<file path="src/hw/rtl/resp_array_bulk_parser_unit_assert.svh">
// assertion macros shared by the parser modules
// each expects clk and rst_n in scope
`ifndef RESP_ARRAY_BULK_PARSER_UNIT_ASSERT_SVH
`define RESP_ARRAY_BULK_PARSER_UNIT_ASSERT_SVH

// condition implies consequence in the same cycle
`define RAB_ASSERT_NOW(label, ante, cons, msg) \
  label: assert property (@(posedge clk) disable iff (!rst_n) (ante) |-> (cons)) \
    else $error(msg);

// condition implies consequence in the next cycle
`define RAB_ASSERT_NEXT(label, ante, cons, msg) \
  label: assert property (@(posedge clk) disable iff (!rst_n) (ante) |=> (cons)) \
    else $error(msg);

`endif

</file>
<file path="src/hw/rtl/rab_pkg.sv">
`timescale 1ns / 1ps
package rab_pkg;

  localparam int unsigned QUEUE_DEPTH = 2;
  localparam int unsigned QPTR_W      = 1;
  localparam int unsigned QCNT_W      = 2;

  localparam logic [7:0] CH_STAR   = 8'h2A;
  localparam logic [7:0] CH_DOLLAR = 8'h24;
  localparam logic [7:0] CH_CR     = 8'h0D;
  localparam logic [7:0] CH_LF     = 8'h0A;
  localparam logic [7:0] CH_ZERO   = 8'h30;
  localparam logic [7:0] CH_NINE   = 8'h39;

  typedef enum logic [2:0] {
    CLS_DIGIT,
    CLS_STAR,
    CLS_DOLLAR,
    CLS_CR,
    CLS_LF,
    CLS_OTHER
  } cls_t;

  typedef enum logic [3:0] {
    PH_WAIT,
    PH_COUNT,
    PH_COUNT_LF,
    PH_DOLLAR,
    PH_LEN,
    PH_LEN_LF,
    PH_PAYLOAD,
    PH_PAY_CR,
    PH_PAY_LF
  } phase_t;

  typedef enum logic [1:0] {
    EV_DATA,
    EV_TOKEN,
    EV_EMPTY,
    EV_ERROR
  } ev_t;

  typedef struct packed {
    logic [7:0] byte_val;
    cls_t       cls;
  } tok_t;

  typedef struct packed {
    ev_t         event_res;
    logic [7:0]  data_byte;
    logic [15:0] token_index;
    logic [31:0] token_length;
    logic        frame_done;
  } res_t;

  typedef struct packed {
    logic valid;
    logic ready;
  } hs_t;

endpackage

</file>
<file path="src/hw/rtl/rab_if.sv">
`timescale 1ns / 1ps
interface rab_in_if;
  logic       valid;
  logic       ready;
  logic [7:0] byte_in;

  modport source (output valid, output byte_in, input ready);
  modport sink (input valid, input byte_in, output ready);
endinterface

interface rab_out_if;
  logic        valid;
  logic        ready;
  logic [1:0]  event_res;
  logic [7:0]  data_byte;
  logic [15:0] token_index;
  logic [31:0] token_length;
  logic        frame_done;

  modport source (output valid, output event_res, output data_byte, output token_index,
                  output token_length, output frame_done, input ready);
  modport sink (input valid, input event_res, input data_byte, input token_index,
                input token_length, input frame_done, output ready);
endinterface

</file>
<file path="src/hw/rtl/rab_front.sv">
`timescale 1ns / 1ps
`include "resp_array_bulk_parser_unit_assert.svh"
module rab_front (
  input  logic          clk,
  input  logic          rst_n,
  rab_in_if.sink        in_ch,
  output rab_pkg::hs_t  tok_hs_o,
  input  logic          tok_ready_i,
  output rab_pkg::tok_t tok_o
);
  import rab_pkg::*;

  tok_t              q_r [QUEUE_DEPTH];
  logic [QPTR_W-1:0] wr_r, wr_nxt;
  logic [QPTR_W-1:0] rd_r, rd_nxt;
  logic [QCNT_W-1:0] cnt_r, cnt_nxt;
  tok_t              tok_in;
  logic              push, pop;

  // byte classification
  always_comb begin
    tok_in.byte_val = in_ch.byte_in;
    if (in_ch.byte_in >= CH_ZERO && in_ch.byte_in <= CH_NINE) begin
      tok_in.cls = CLS_DIGIT;
    end else if (in_ch.byte_in == CH_STAR) begin
      tok_in.cls = CLS_STAR;
    end else if (in_ch.byte_in == CH_DOLLAR) begin
      tok_in.cls = CLS_DOLLAR;
    end else if (in_ch.byte_in == CH_CR) begin
      tok_in.cls = CLS_CR;
    end else if (in_ch.byte_in == CH_LF) begin
      tok_in.cls = CLS_LF;
    end else begin
      tok_in.cls = CLS_OTHER;
    end
  end

  assign in_ch.ready    = (cnt_r != QCNT_W'(QUEUE_DEPTH));
  assign push           = in_ch.valid && in_ch.ready;
  assign tok_hs_o.valid = (cnt_r != '0);
  assign tok_hs_o.ready = tok_ready_i;
  assign pop            = tok_hs_o.valid && tok_ready_i;
  assign tok_o          = q_r[rd_r];

  always_comb begin
    wr_nxt  = push ? wr_r + 1'b1 : wr_r;
    rd_nxt  = pop ? rd_r + 1'b1 : rd_r;
    cnt_nxt = cnt_r + QCNT_W'(push) - QCNT_W'(pop);
  end

  always_ff @(posedge clk) begin
    if (!rst_n) begin
      wr_r  <= '0;
      rd_r  <= '0;
      cnt_r <= '0;
    end else begin
      wr_r  <= wr_nxt;
      rd_r  <= rd_nxt;
      cnt_r <= cnt_nxt;
    end
  end

  always_ff @(posedge clk) begin
    if (push) begin
      q_r[wr_r] <= tok_in;
    end
  end

  `RAB_ASSERT_NOW(a_cnt_bound, 1'b1, cnt_r <= QCNT_W'(QUEUE_DEPTH), "queue count over depth")
  `RAB_ASSERT_NEXT(a_cnt_track, push && !pop, cnt_r == $past(cnt_r) + 1'b1, "push lost")
  `RAB_ASSERT_NOW(a_digit_head, tok_hs_o.valid && tok_o.cls == CLS_DIGIT,
                  tok_o.byte_val >= CH_ZERO && tok_o.byte_val <= CH_NINE, "bad digit class")

endmodule

</file>
<file path="src/hw/rtl/rab_core.sv">
`timescale 1ns / 1ps
`include "resp_array_bulk_parser_unit_assert.svh"
module rab_core #(
  parameter int unsigned ARG_COUNT_BITS = 16,
  parameter int unsigned LENGTH_BITS    = 32
) (
  input  logic          clk,
  input  logic          rst_n,
  input  rab_pkg::hs_t  tok_hs_i,
  output logic          tok_ready_o,
  input  rab_pkg::tok_t tok_i,
  rab_out_if.source     out_ch
);
  import rab_pkg::*;

  localparam int unsigned CW = ARG_COUNT_BITS;
  localparam int unsigned LW = LENGTH_BITS;

  phase_t          phase_r, phase_nxt;
  logic [CW-1:0]   total_r, total_nxt;
  logic [CW-1:0]   pos_r, pos_nxt;
  logic [LW-1:0]   len_r, len_nxt;
  logic [LW-1:0]   left_r, left_nxt;
  logic            out_valid_r, out_valid_nxt;
  res_t            res_r, res;

  logic            out_free, advance, emit, bad, is_digit;
  logic [3:0]      dval;
  logic [CW+3:0]   total_ext, total_acc;
  logic [LW+3:0]   len_ext, len_acc;
  logic            total_ovf, len_ovf;
  logic [CW:0]     pos_inc;
  logic            last_tok;
  logic [CW+15:0]  pos_wide;
  logic [LW+31:0]  len_wide;
  logic [LW-1:0]   left_dec;

  assign out_free    = !out_valid_r || out_ch.ready;
  assign tok_ready_o = out_free;
  assign advance     = tok_hs_i.valid && out_free;

  assign is_digit  = (tok_i.cls == CLS_DIGIT);
  assign dval      = tok_i.byte_val[3:0];
  // times ten plus digit, overflow shows in the top four bits
  assign total_ext = {4'b0, total_r};
  assign total_acc = (total_ext << 3) + (total_ext << 1) + (CW + 4)'(dval);
  assign total_ovf = |total_acc[CW+3:CW];
  assign len_ext   = {4'b0, len_r};
  assign len_acc   = (len_ext << 3) + (len_ext << 1) + (LW + 4)'(dval);
  assign len_ovf   = |len_acc[LW+3:LW];

  assign pos_inc  = {1'b0, pos_r} + 1'b1;
  assign last_tok = (pos_inc >= {1'b0, total_r});
  assign pos_wide = {16'b0, pos_r};
  assign len_wide = {32'b0, len_r};
  assign left_dec = (left_r != '0) ? left_r - 1'b1 : left_r;

  // malformed byte or overflow in the current phase
  always_comb begin
    unique case (phase_r)
      PH_WAIT:     bad = 1'b0;
      PH_COUNT:    bad = is_digit ? total_ovf : (tok_i.cls != CLS_CR);
      PH_COUNT_LF: bad = (tok_i.cls != CLS_LF);
      PH_DOLLAR:   bad = (tok_i.cls != CLS_DOLLAR);
      PH_LEN:      bad = is_digit ? len_ovf : (tok_i.cls != CLS_CR);
      PH_LEN_LF:   bad = (tok_i.cls != CLS_LF);
      PH_PAYLOAD:  bad = 1'b0;
      PH_PAY_CR:   bad = (tok_i.cls != CLS_CR);
      PH_PAY_LF:   bad = (tok_i.cls != CLS_LF);
      default:     bad = 1'b0;
    endcase
  end

  // next state
  always_comb begin
    phase_nxt = phase_r;
    total_nxt = total_r;
    pos_nxt   = pos_r;
    len_nxt   = len_r;
    left_nxt  = left_r;
    if (advance) begin
      if (bad) begin
        phase_nxt = PH_WAIT;
        total_nxt = '0;
        pos_nxt   = '0;
        len_nxt   = '0;
        left_nxt  = '0;
      end else begin
        unique case (phase_r)
          PH_WAIT: begin
            if (tok_i.cls == CLS_STAR) begin
              phase_nxt = PH_COUNT;
              total_nxt = '0;
              pos_nxt   = '0;
              len_nxt   = '0;
              left_nxt  = '0;
            end
          end
          PH_COUNT: begin
            if (is_digit) begin
              total_nxt = total_acc[CW-1:0];
            end else begin
              phase_nxt = PH_COUNT_LF;
            end
          end
          PH_COUNT_LF: begin
            if (total_r == '0) begin
              phase_nxt = PH_WAIT;
              total_nxt = '0;
              pos_nxt   = '0;
              len_nxt   = '0;
              left_nxt  = '0;
            end else begin
              pos_nxt   = '0;
              phase_nxt = PH_DOLLAR;
            end
          end
          PH_DOLLAR: begin
            len_nxt   = '0;
            phase_nxt = PH_LEN;
          end
          PH_LEN: begin
            if (is_digit) begin
              len_nxt = len_acc[LW-1:0];
            end else begin
              phase_nxt = PH_LEN_LF;
            end
          end
          PH_LEN_LF: begin
            left_nxt  = len_r;
            phase_nxt = (len_r == '0) ? PH_PAY_CR : PH_PAYLOAD;
          end
          PH_PAYLOAD: begin
            left_nxt = left_dec;
            if (left_dec == '0) begin
              phase_nxt = PH_PAY_CR;
            end
          end
          PH_PAY_CR: begin
            phase_nxt = PH_PAY_LF;
          end
          PH_PAY_LF: begin
            if (last_tok) begin
              phase_nxt = PH_WAIT;
              total_nxt = '0;
              pos_nxt   = '0;
              len_nxt   = '0;
              left_nxt  = '0;
            end else begin
              pos_nxt   = pos_inc[CW-1:0];
              len_nxt   = '0;
              phase_nxt = PH_DOLLAR;
            end
          end
          default: begin
            phase_nxt = PH_WAIT;
            total_nxt = '0;
            pos_nxt   = '0;
            len_nxt   = '0;
            left_nxt  = '0;
          end
        endcase
      end
    end
  end

  // result for the current item
  always_comb begin
    emit             = 1'b0;
    res.event_res    = EV_ERROR;
    res.data_byte    = '0;
    res.token_index  = pos_wide[15:0];
    res.token_length = len_wide[31:0];
    res.frame_done   = 1'b0;
    if (bad) begin
      emit = 1'b1;
    end else begin
      unique case (phase_r)
        PH_COUNT_LF: begin
          if (total_r == '0) begin
            emit             = 1'b1;
            res.event_res    = EV_EMPTY;
            res.token_index  = '0;
            res.token_length = '0;
            res.frame_done   = 1'b1;
          end
        end
        PH_PAYLOAD: begin
          emit          = 1'b1;
          res.event_res = EV_DATA;
          res.data_byte = tok_i.byte_val;
        end
        PH_PAY_LF: begin
          emit           = 1'b1;
          res.event_res  = EV_TOKEN;
          res.frame_done = last_tok;
        end
        default: begin
          emit = 1'b0;
        end
      endcase
    end
  end

  always_comb begin
    if (advance && emit) begin
      out_valid_nxt = 1'b1;
    end else if (out_ch.ready) begin
      out_valid_nxt = 1'b0;
    end else begin
      out_valid_nxt = out_valid_r;
    end
  end

  always_ff @(posedge clk) begin
    if (!rst_n) begin
      phase_r     <= PH_WAIT;
      total_r     <= '0;
      pos_r       <= '0;
      len_r       <= '0;
      left_r      <= '0;
      out_valid_r <= 1'b0;
    end else begin
      phase_r     <= phase_nxt;
      total_r     <= total_nxt;
      pos_r       <= pos_nxt;
      len_r       <= len_nxt;
      left_r      <= left_nxt;
      out_valid_r <= out_valid_nxt;
    end
  end

  always_ff @(posedge clk) begin
    if (advance && emit) begin
      res_r <= res;
    end
  end

  assign out_ch.valid        = out_valid_r;
  assign out_ch.event_res    = res_r.event_res;
  assign out_ch.data_byte    = res_r.data_byte;
  assign out_ch.token_index  = res_r.token_index;
  assign out_ch.token_length = res_r.token_length;
  assign out_ch.frame_done   = res_r.frame_done;

  `RAB_ASSERT_NOW(a_done_kind, out_valid_r && res_r.frame_done,
                  res_r.event_res == EV_TOKEN || res_r.event_res == EV_EMPTY,
                  "frame close on wrong event")
  `RAB_ASSERT_NEXT(a_err_resync, advance && bad, phase_r == PH_WAIT && total_r == '0,
                   "no resync after error")
  `RAB_ASSERT_NOW(a_pos_range,
                  phase_r == PH_DOLLAR || phase_r == PH_LEN || phase_r == PH_LEN_LF ||
                  phase_r == PH_PAYLOAD || phase_r == PH_PAY_CR || phase_r == PH_PAY_LF,
                  pos_r < total_r, "token index past count")
  `RAB_ASSERT_NOW(a_payload_left, phase_r == PH_PAYLOAD, left_r != '0,
                  "payload phase with nothing left")

endmodule

</file>
<file path="src/hw/rtl/resp_array_bulk_parser_unit.sv">
`timescale 1ns / 1ps
// channel   dir  handshake          payload
// in_ch     in   valid/ready        byte_in
// out_ch    out  valid/ready        event_res, data_byte, token_index,
//                                   token_length, frame_done
// one byte per cycle sustained while out_ch does not stall; a result passes through the
// classify queue (two entries) and the registered result stage
// rst_n is synchronous; parser returns to waiting for a frame start
// an output stall backs up into the queue, then drops in_ch.ready
module resp_array_bulk_parser_unit #(
  parameter int unsigned ARG_COUNT_BITS = 16,
  parameter int unsigned LENGTH_BITS    = 32
) (
  input logic       clk,
  input logic       rst_n,
  rab_in_if.sink    in_ch,
  rab_out_if.source out_ch
);
  import rab_pkg::*;

  hs_t  tok_hs;
  logic tok_ready;
  tok_t tok;

  rab_front u_front (
    .clk         (clk),
    .rst_n       (rst_n),
    .in_ch       (in_ch),
    .tok_hs_o    (tok_hs),
    .tok_ready_i (tok_ready),
    .tok_o       (tok)
  );

  rab_core #(
    .ARG_COUNT_BITS (ARG_COUNT_BITS),
    .LENGTH_BITS    (LENGTH_BITS)
  ) u_core (
    .clk         (clk),
    .rst_n       (rst_n),
    .tok_hs_i    (tok_hs),
    .tok_ready_o (tok_ready),
    .tok_i       (tok),
    .out_ch      (out_ch)
  );

endmodule
</file>
<file path="src/flat_wrapper.sv">
// flat-port wrapper written by rule: the top's interface ports become plain ports
module resp_array_bulk_parser_unit_flat import rab_pkg::*;
#(
  parameter int unsigned ARG_COUNT_BITS = 16,
  parameter int unsigned LENGTH_BITS    = 32
)
  (clk, rst_n, in_ch_valid, in_ch_byte_in, in_ch_ready, out_ch_valid, out_ch_event_res, out_ch_data_byte, out_ch_token_index, out_ch_token_length, out_ch_frame_done, out_ch_ready);
  rab_in_if in_ch_i ();
  rab_out_if out_ch_i ();
  input logic clk;
  input logic rst_n;
  input wire logic [$bits(in_ch_i.valid)-1:0] in_ch_valid;
  input wire logic [$bits(in_ch_i.byte_in)-1:0] in_ch_byte_in;
  output wire logic [$bits(in_ch_i.ready)-1:0] in_ch_ready;
  output wire logic [$bits(out_ch_i.valid)-1:0] out_ch_valid;
  output wire logic [$bits(out_ch_i.event_res)-1:0] out_ch_event_res;
  output wire logic [$bits(out_ch_i.data_byte)-1:0] out_ch_data_byte;
  output wire logic [$bits(out_ch_i.token_index)-1:0] out_ch_token_index;
  output wire logic [$bits(out_ch_i.token_length)-1:0] out_ch_token_length;
  output wire logic [$bits(out_ch_i.frame_done)-1:0] out_ch_frame_done;
  input wire logic [$bits(out_ch_i.ready)-1:0] out_ch_ready;
  assign in_ch_i.valid = in_ch_valid;
  assign in_ch_i.byte_in = in_ch_byte_in;
  assign in_ch_ready = in_ch_i.ready;
  assign out_ch_valid = out_ch_i.valid;
  assign out_ch_event_res = out_ch_i.event_res;
  assign out_ch_data_byte = out_ch_i.data_byte;
  assign out_ch_token_index = out_ch_i.token_index;
  assign out_ch_token_length = out_ch_i.token_length;
  assign out_ch_frame_done = out_ch_i.frame_done;
  assign out_ch_i.ready = out_ch_ready;
  resp_array_bulk_parser_unit #(.ARG_COUNT_BITS(ARG_COUNT_BITS), .LENGTH_BITS(LENGTH_BITS)) u_core (.clk(clk), .rst_n(rst_n), .in_ch(in_ch_i), .out_ch(out_ch_i));
endmodule
</file>
<file path="config.mk">
export PLATFORM = sky130hd
export DESIGN_NAME = resp_array_bulk_parser_unit_flat
export DESIGN_NICKNAME = d
export VERILOG_FILES = /design/src/hw/rtl/rab_pkg.sv /design/src/hw/rtl/rab_if.sv /design/src/hw/rtl/rab_front.sv /design/src/hw/rtl/rab_core.sv /design/src/hw/rtl/resp_array_bulk_parser_unit.sv /design/src/flat_wrapper.sv
export VERILOG_INCLUDE_DIRS = /design/src /design/src/hw/rtl
export SDC_FILE = /design/constraint.sdc
export NUM_CORES = 1
export LEC_CHECK = 0
export ABC_AREA = 1
export BUFFER_PORTS_ARGS = -buffer_cell sky130_fd_sc_hd__buf_4
export CAP_MARGIN = 30
export CORE_ASPECT_RATIO = 0.6
export CORE_UTILIZATION = 32
export CTS_BUF_LIST = sky130_fd_sc_hd__clkbuf_4 sky130_fd_sc_hd__clkbuf_8
export CTS_CLUSTER_DIAMETER = 50
export DETAILED_ROUTE_END_ITERATION = 10
export HOLD_SLACK_MARGIN = 0.1
export PLACE_DENSITY = 0.45
export SLEW_MARGIN = 20
export SYNTH_ARGS = -nofsm -noshare
export SYNTH_HDL_FRONTEND = slang
export SYNTH_HIERARCHICAL = 1
export SYNTH_SLANG_ARGS = --single-unit
</file>
<file path="constraint.sdc">
create_clock -name clk -period 4.6 [get_ports clk]
set_clock_uncertainty 0.1 [all_clocks]
set_input_delay 1.38 -clock clk [delete_from_list [all_inputs] [get_ports clk]]
set_output_delay 1.38 -clock clk [all_outputs]
set_load 0.1 [all_outputs]
</file>
* After elaboration in Yosys (flattened, before gate mapping)
Memory sizes are Yosys's and may differ from the RTL's. A register that Yosys moved wholly into a read port is not among the register bits.
Index checks and enable logic that the tools add are counted.
** Word-level totals
- Bits in registers :: 164
- RAM bits :: 22
- Bits of input ports :: 12
- Output and inout port bits :: 61
- Memories :: 1
** Operators by class
- Add/subtract/negate cells :: 10
- $lt $le $gt $ge :: 3
- Eq/ne operators :: 29
- Mux-type cells :: 50
- Bitwise gates (word level) :: 1
- Reductions and logical operators :: 28
** Memories
- u_core.u_front.q_r :: words 2, bits a word 11, read ports 1, clocked after Yosys merged registers in 1, wr ports 1, line rab_front.sv:13 : tok_t q_r [QUEUE_DEPTH];
** Operators with widths (count)
- 32-bit two-way mux :: 7
- 32-bit one-hot mux with 6 select lines :: 1
- 32-bit one-hot mux with 4 select lines :: 1
- 16-bit two-way mux :: 7
- 49-bit two-way mux :: 2
- 16-bit one-hot mux with 5 select lines :: 1
- 32-bit zero test :: 2
- 48-bit two-way mux :: 1
- 16-bit one-hot mux with 3 select lines :: 1
- 35-bit by 33-bit adder with 36-bit output :: 1
- 36-bit by 4-bit adder with 36-bit output :: 1
- 4-bit one-hot mux with 9 select lines :: 1
- 32-bit nonzero test :: 1
- 32-bit by 1-bit subtractor with 32-bit output, second input constant :: 1
- 3-bit inequality test, second input constant :: 9
- 19-bit by 17-bit adder with 20-bit output :: 1
- 20-bit by 4-bit adder with 20-bit output :: 1
- 4-bit two-way mux :: 5
- 16-bit by 1-bit adder with 17-bit output, second input constant :: 1
- 17-bit by 16-bit >= comparator with 1-bit output :: 1
- 4-bit by 3-bit == test with 1-bit output, second input constant :: 4
- 8-bit by 4-bit == test with 1-bit output, second input constant :: 2
- 8-bit by 6-bit == test with 1-bit output, second input constant :: 2
- 16-bit zero test :: 1
- other kinds (33) :: 66

* Logic depth before layout (Yosys ltp)
- Depth after elaboration :: 8
- Depth in mapped cells :: 29
- Depth with buffers taken out :: 27

* Hierarchy
The synthesis kept the hierarchy.
** Modules (own cells, without submodules)
- rab_core :: times used 1, cells each 1923, area each 12660.9 um^2, sequential area each 3793.6 um^2
- rab_front :: times used 1, cells each 104, area each 1217.4 um^2, sequential area each 760.7 um^2

* Least setup slack after synthesis
Ideal clock, no wire load.
- Kind :: reg2reg
- Start :: reg with a tool-made name
- End :: reg u_core.u_core.res_r (netlist bit u_core/u_core/out_ch.data_byte[0]), enable pin
- Library setup time :: 413 ps
- Data arrival time :: 4407 ps
- Data required time :: 4087 ps
- Setup slack :: -320 ps
- Cell stages (with the launch flop) :: 22
- Cells stage by stage :: dfxtp_1 > buf_6 > mux2_4 > inv_1 > fa_1 > fa_1 > o21ai_1 > nand3_1 > nand2_1 > nand2_1 > nand2_1 > nand2_1 > nand2_1 > nor2_1 > nand2_1 > nand2_1 > nand2_2 > nand2_4 > nand2_4 > clkbuf_1 > o21ai_0 > inv_1
** RTL lines
- end signal: assignment :: line rab_core.sv:235 : res_r <= res;
- end: declaration :: line rab_core.sv:25 : res_t res_r, res;

==> run metrics <==
status finished clean; Via Count 13.3k; R2R depth 23; HP Class reg2reg; I/O pin total 73; Critical Path Sink u_core/u_core/out_ch.token_length[6]; Mapped Cells 2026; critical path's slowest cell buf_4; Setup-failing EPs final 0; Rel. slew slack a little under two fifths; final worst path period need 4.23 ns; clock buffer depth 2; Avg Inst Size Synth 6.85 sq um; DRC marker count from the first detailed-route iteration 1456; drt pass-1 iters 5; CTS tree done; most frequent cells in the layout 518 x nand2_1, 376 x nor2_1, 237 x inv_1; Clock Tree Root clkbuf_8; Layout area overhead 12.6%; Clock Latency Late Sink between 0.5 and 0.6 ns; Port Buffers 72; post-route ant nets 0; Die X 271 um; Overflow after GRT 0; worst-margin pin slew around 0.92 ns; initial core utilization 32.8%; unrepaired setup endpoints after global routing false; Fin. Hold Viols 0; combined area of all synthesized cells 0.0139 sq mm; DP Worst Slack 0.259 ns; Num CTS Buffers 17; largest net degree at the start of global routing 60; # diodes 0; buffers inserted by post-CTS timing repair 0; crit path DAT 4.27 ns; GP Congestion 0.912; number of global-route vias before repair ~12k; placed wire-length estimate 36800 um; total negative slack 0 ns; Leakage between 7 and 8 nW; commonest non-fill, non-tap cell in the layout nand2_1; CTS Sinks approximately 190; share of cells above drive strength 1 9.60%; initial antenna violation count 0; R2R Path End u_core/u_core/out_ch.token_length[6]; final net count 2222; Vias/cell 4.96; final std cells w/o fill 2674; Final Max Slew Viols 0; CP most frequent cell nand2_1; Die Ht 163 um; Fin Hold WS 0.374 ns; Max-cap violations 0; Placed Cells incl. Taps 2642; final core occ 36.9%; Ys Warns 6; H-tree depth 4; startpoint types flip-flop; first-pass GRT wire length roughly 73000 um; Crit. End Element flip-flop; CP max stage delay 0.48 ns; CP cell instances buf_4 > mux2_4 > ha_1 > ha_1 > fa_1 > nand2_1 > nand2_1 > nand3b_1 > nand2_1 > nand2_1 > nand2_2 > nand2_1 > nand3_1 > nand2_1 > nor2_1 > nand2_1 > nand2_1 > nand2_2 > nand2_4 > nand2_8 > o21ai_2 > clkinvlp_4 > buf_4; DRC Markers 0; DR WL/cell approximately 18 um; # rows 58; hold_sp u_core/u_core/pos_r[15]; kind of critical path reg2reg; Final WS setup 0.375 ns; Core Region 0.0423 sq mm; fillcell total approximately 4.6k; r2r setup slk approximately 0.37 ns; cts hold-fix bufs 0; required time of the critical path 4.65 ns; PD cells 778 mW/mm^2; CTS resizes 0; Die ar. between 0.04 and 0.05 sq mm; Routed WL 47500 um; worst vdd ir about 440 uV; CTS clk-pin slew, worst paths 0.13 ns; net count after synthesis 2157; Max Clk Rate roughly 240 MHz; CP max FO 37; period utilization 91.9%; GRT Util Overall a little over a fifth
flip-flops by register name, indices dropped and copies added (netlist names), named ones only:
signal / cells
u_core/u_front/wr_r: 1
u_core/u_core/pos_r: 16
u_core/u_front/q_r: 22
u_core/u_core/out_ch.valid: 1
u_core/u_core/out_ch.frame_done: 1
u_core/u_core/out_ch.token_index: 16
u_core/u_core/phase_r: 4
u_core/u_core/out_ch.data_byte: 8
u_core/u_core/out_ch.event_res: 2
u_core/u_front/rd_r: 1
u_core/u_core/out_ch.token_length: 32
u_core/u_core/left_r: 32
u_core/u_front/cnt_r: 2
u_core/u_core/total_r: 16
u_core/u_core/len_r: 32
report_power, final:
| part | internal (mW) | total [mW] | switching (mW) |
|---|---|---|---|
| sequential | 2.31 | 2.79 | 0.484 |
| clock | 0.484 | 1.24 | 0.754 |
| combinational | 2.31 | 8.12 | 5.81 |
metal layers:
| metal | track usage, % | wire [um] |
|---|---|---|
| met5 | 0 | 0 |
| met2 | 25.2 | 15800 |
| met4 | 2.93 | 229 |
| met3 | 4.73 | 3480 |
| met1 | 37.7 | 28000 |
worst min path at each step:
stage	end	slack, ns	cells past startpoint
after floorplan	u_core/u_core/pos_r[14]	0.34	2
after global placement	u_core/u_core/pos_r[14]	0.35	2
after detailed placement	u_core/u_core/pos_r[15]	0.36	2
after CTS	u_core/u_core/pos_r[15]	0.38	2
after global routing	u_core/u_core/pos_r[15]	0.39	2
final	u_core/u_core/pos_r[15]	0.37	2
layout make-up:
class / instances / area [sq um] / share of cell area (%)
clock buffer: 18 / 248 / 1.59
timing repair buffer: 109 / 850 / 5.44
clock inverter: 14 / 191 / 1.23
multi-input combinational: 1529 / 8120 / 52.0
tap: 570 / 713 / 4.57
sequential: 187 / 4560 / 29.2
inverter: 247 / 937 / 6.00
stage by stage:
stage | cell area, sq um | power [mW]
2_1_floorplan | 13900 | 8.45
3_3_place_gp | 15100 | 10.8
3_5_place_dp | 15100 | 10.7
4_1_cts | 15600 | 12.0
5_1_grt | 15600 | 13.0
6_report | 15600 | 12.1
critical path, delay by kind of cell (launching register included):
family                     cells  cell delay (ns)
muxes                          1             0.32
AOI/OAI and AO/OA              1             0.10
and+or+nand+nor               15             1.35
DFF                            1             0.39
adders and majority gates      3             0.85
buffers and inverters          3             0.71
Power figures use the tool's default switching activity.
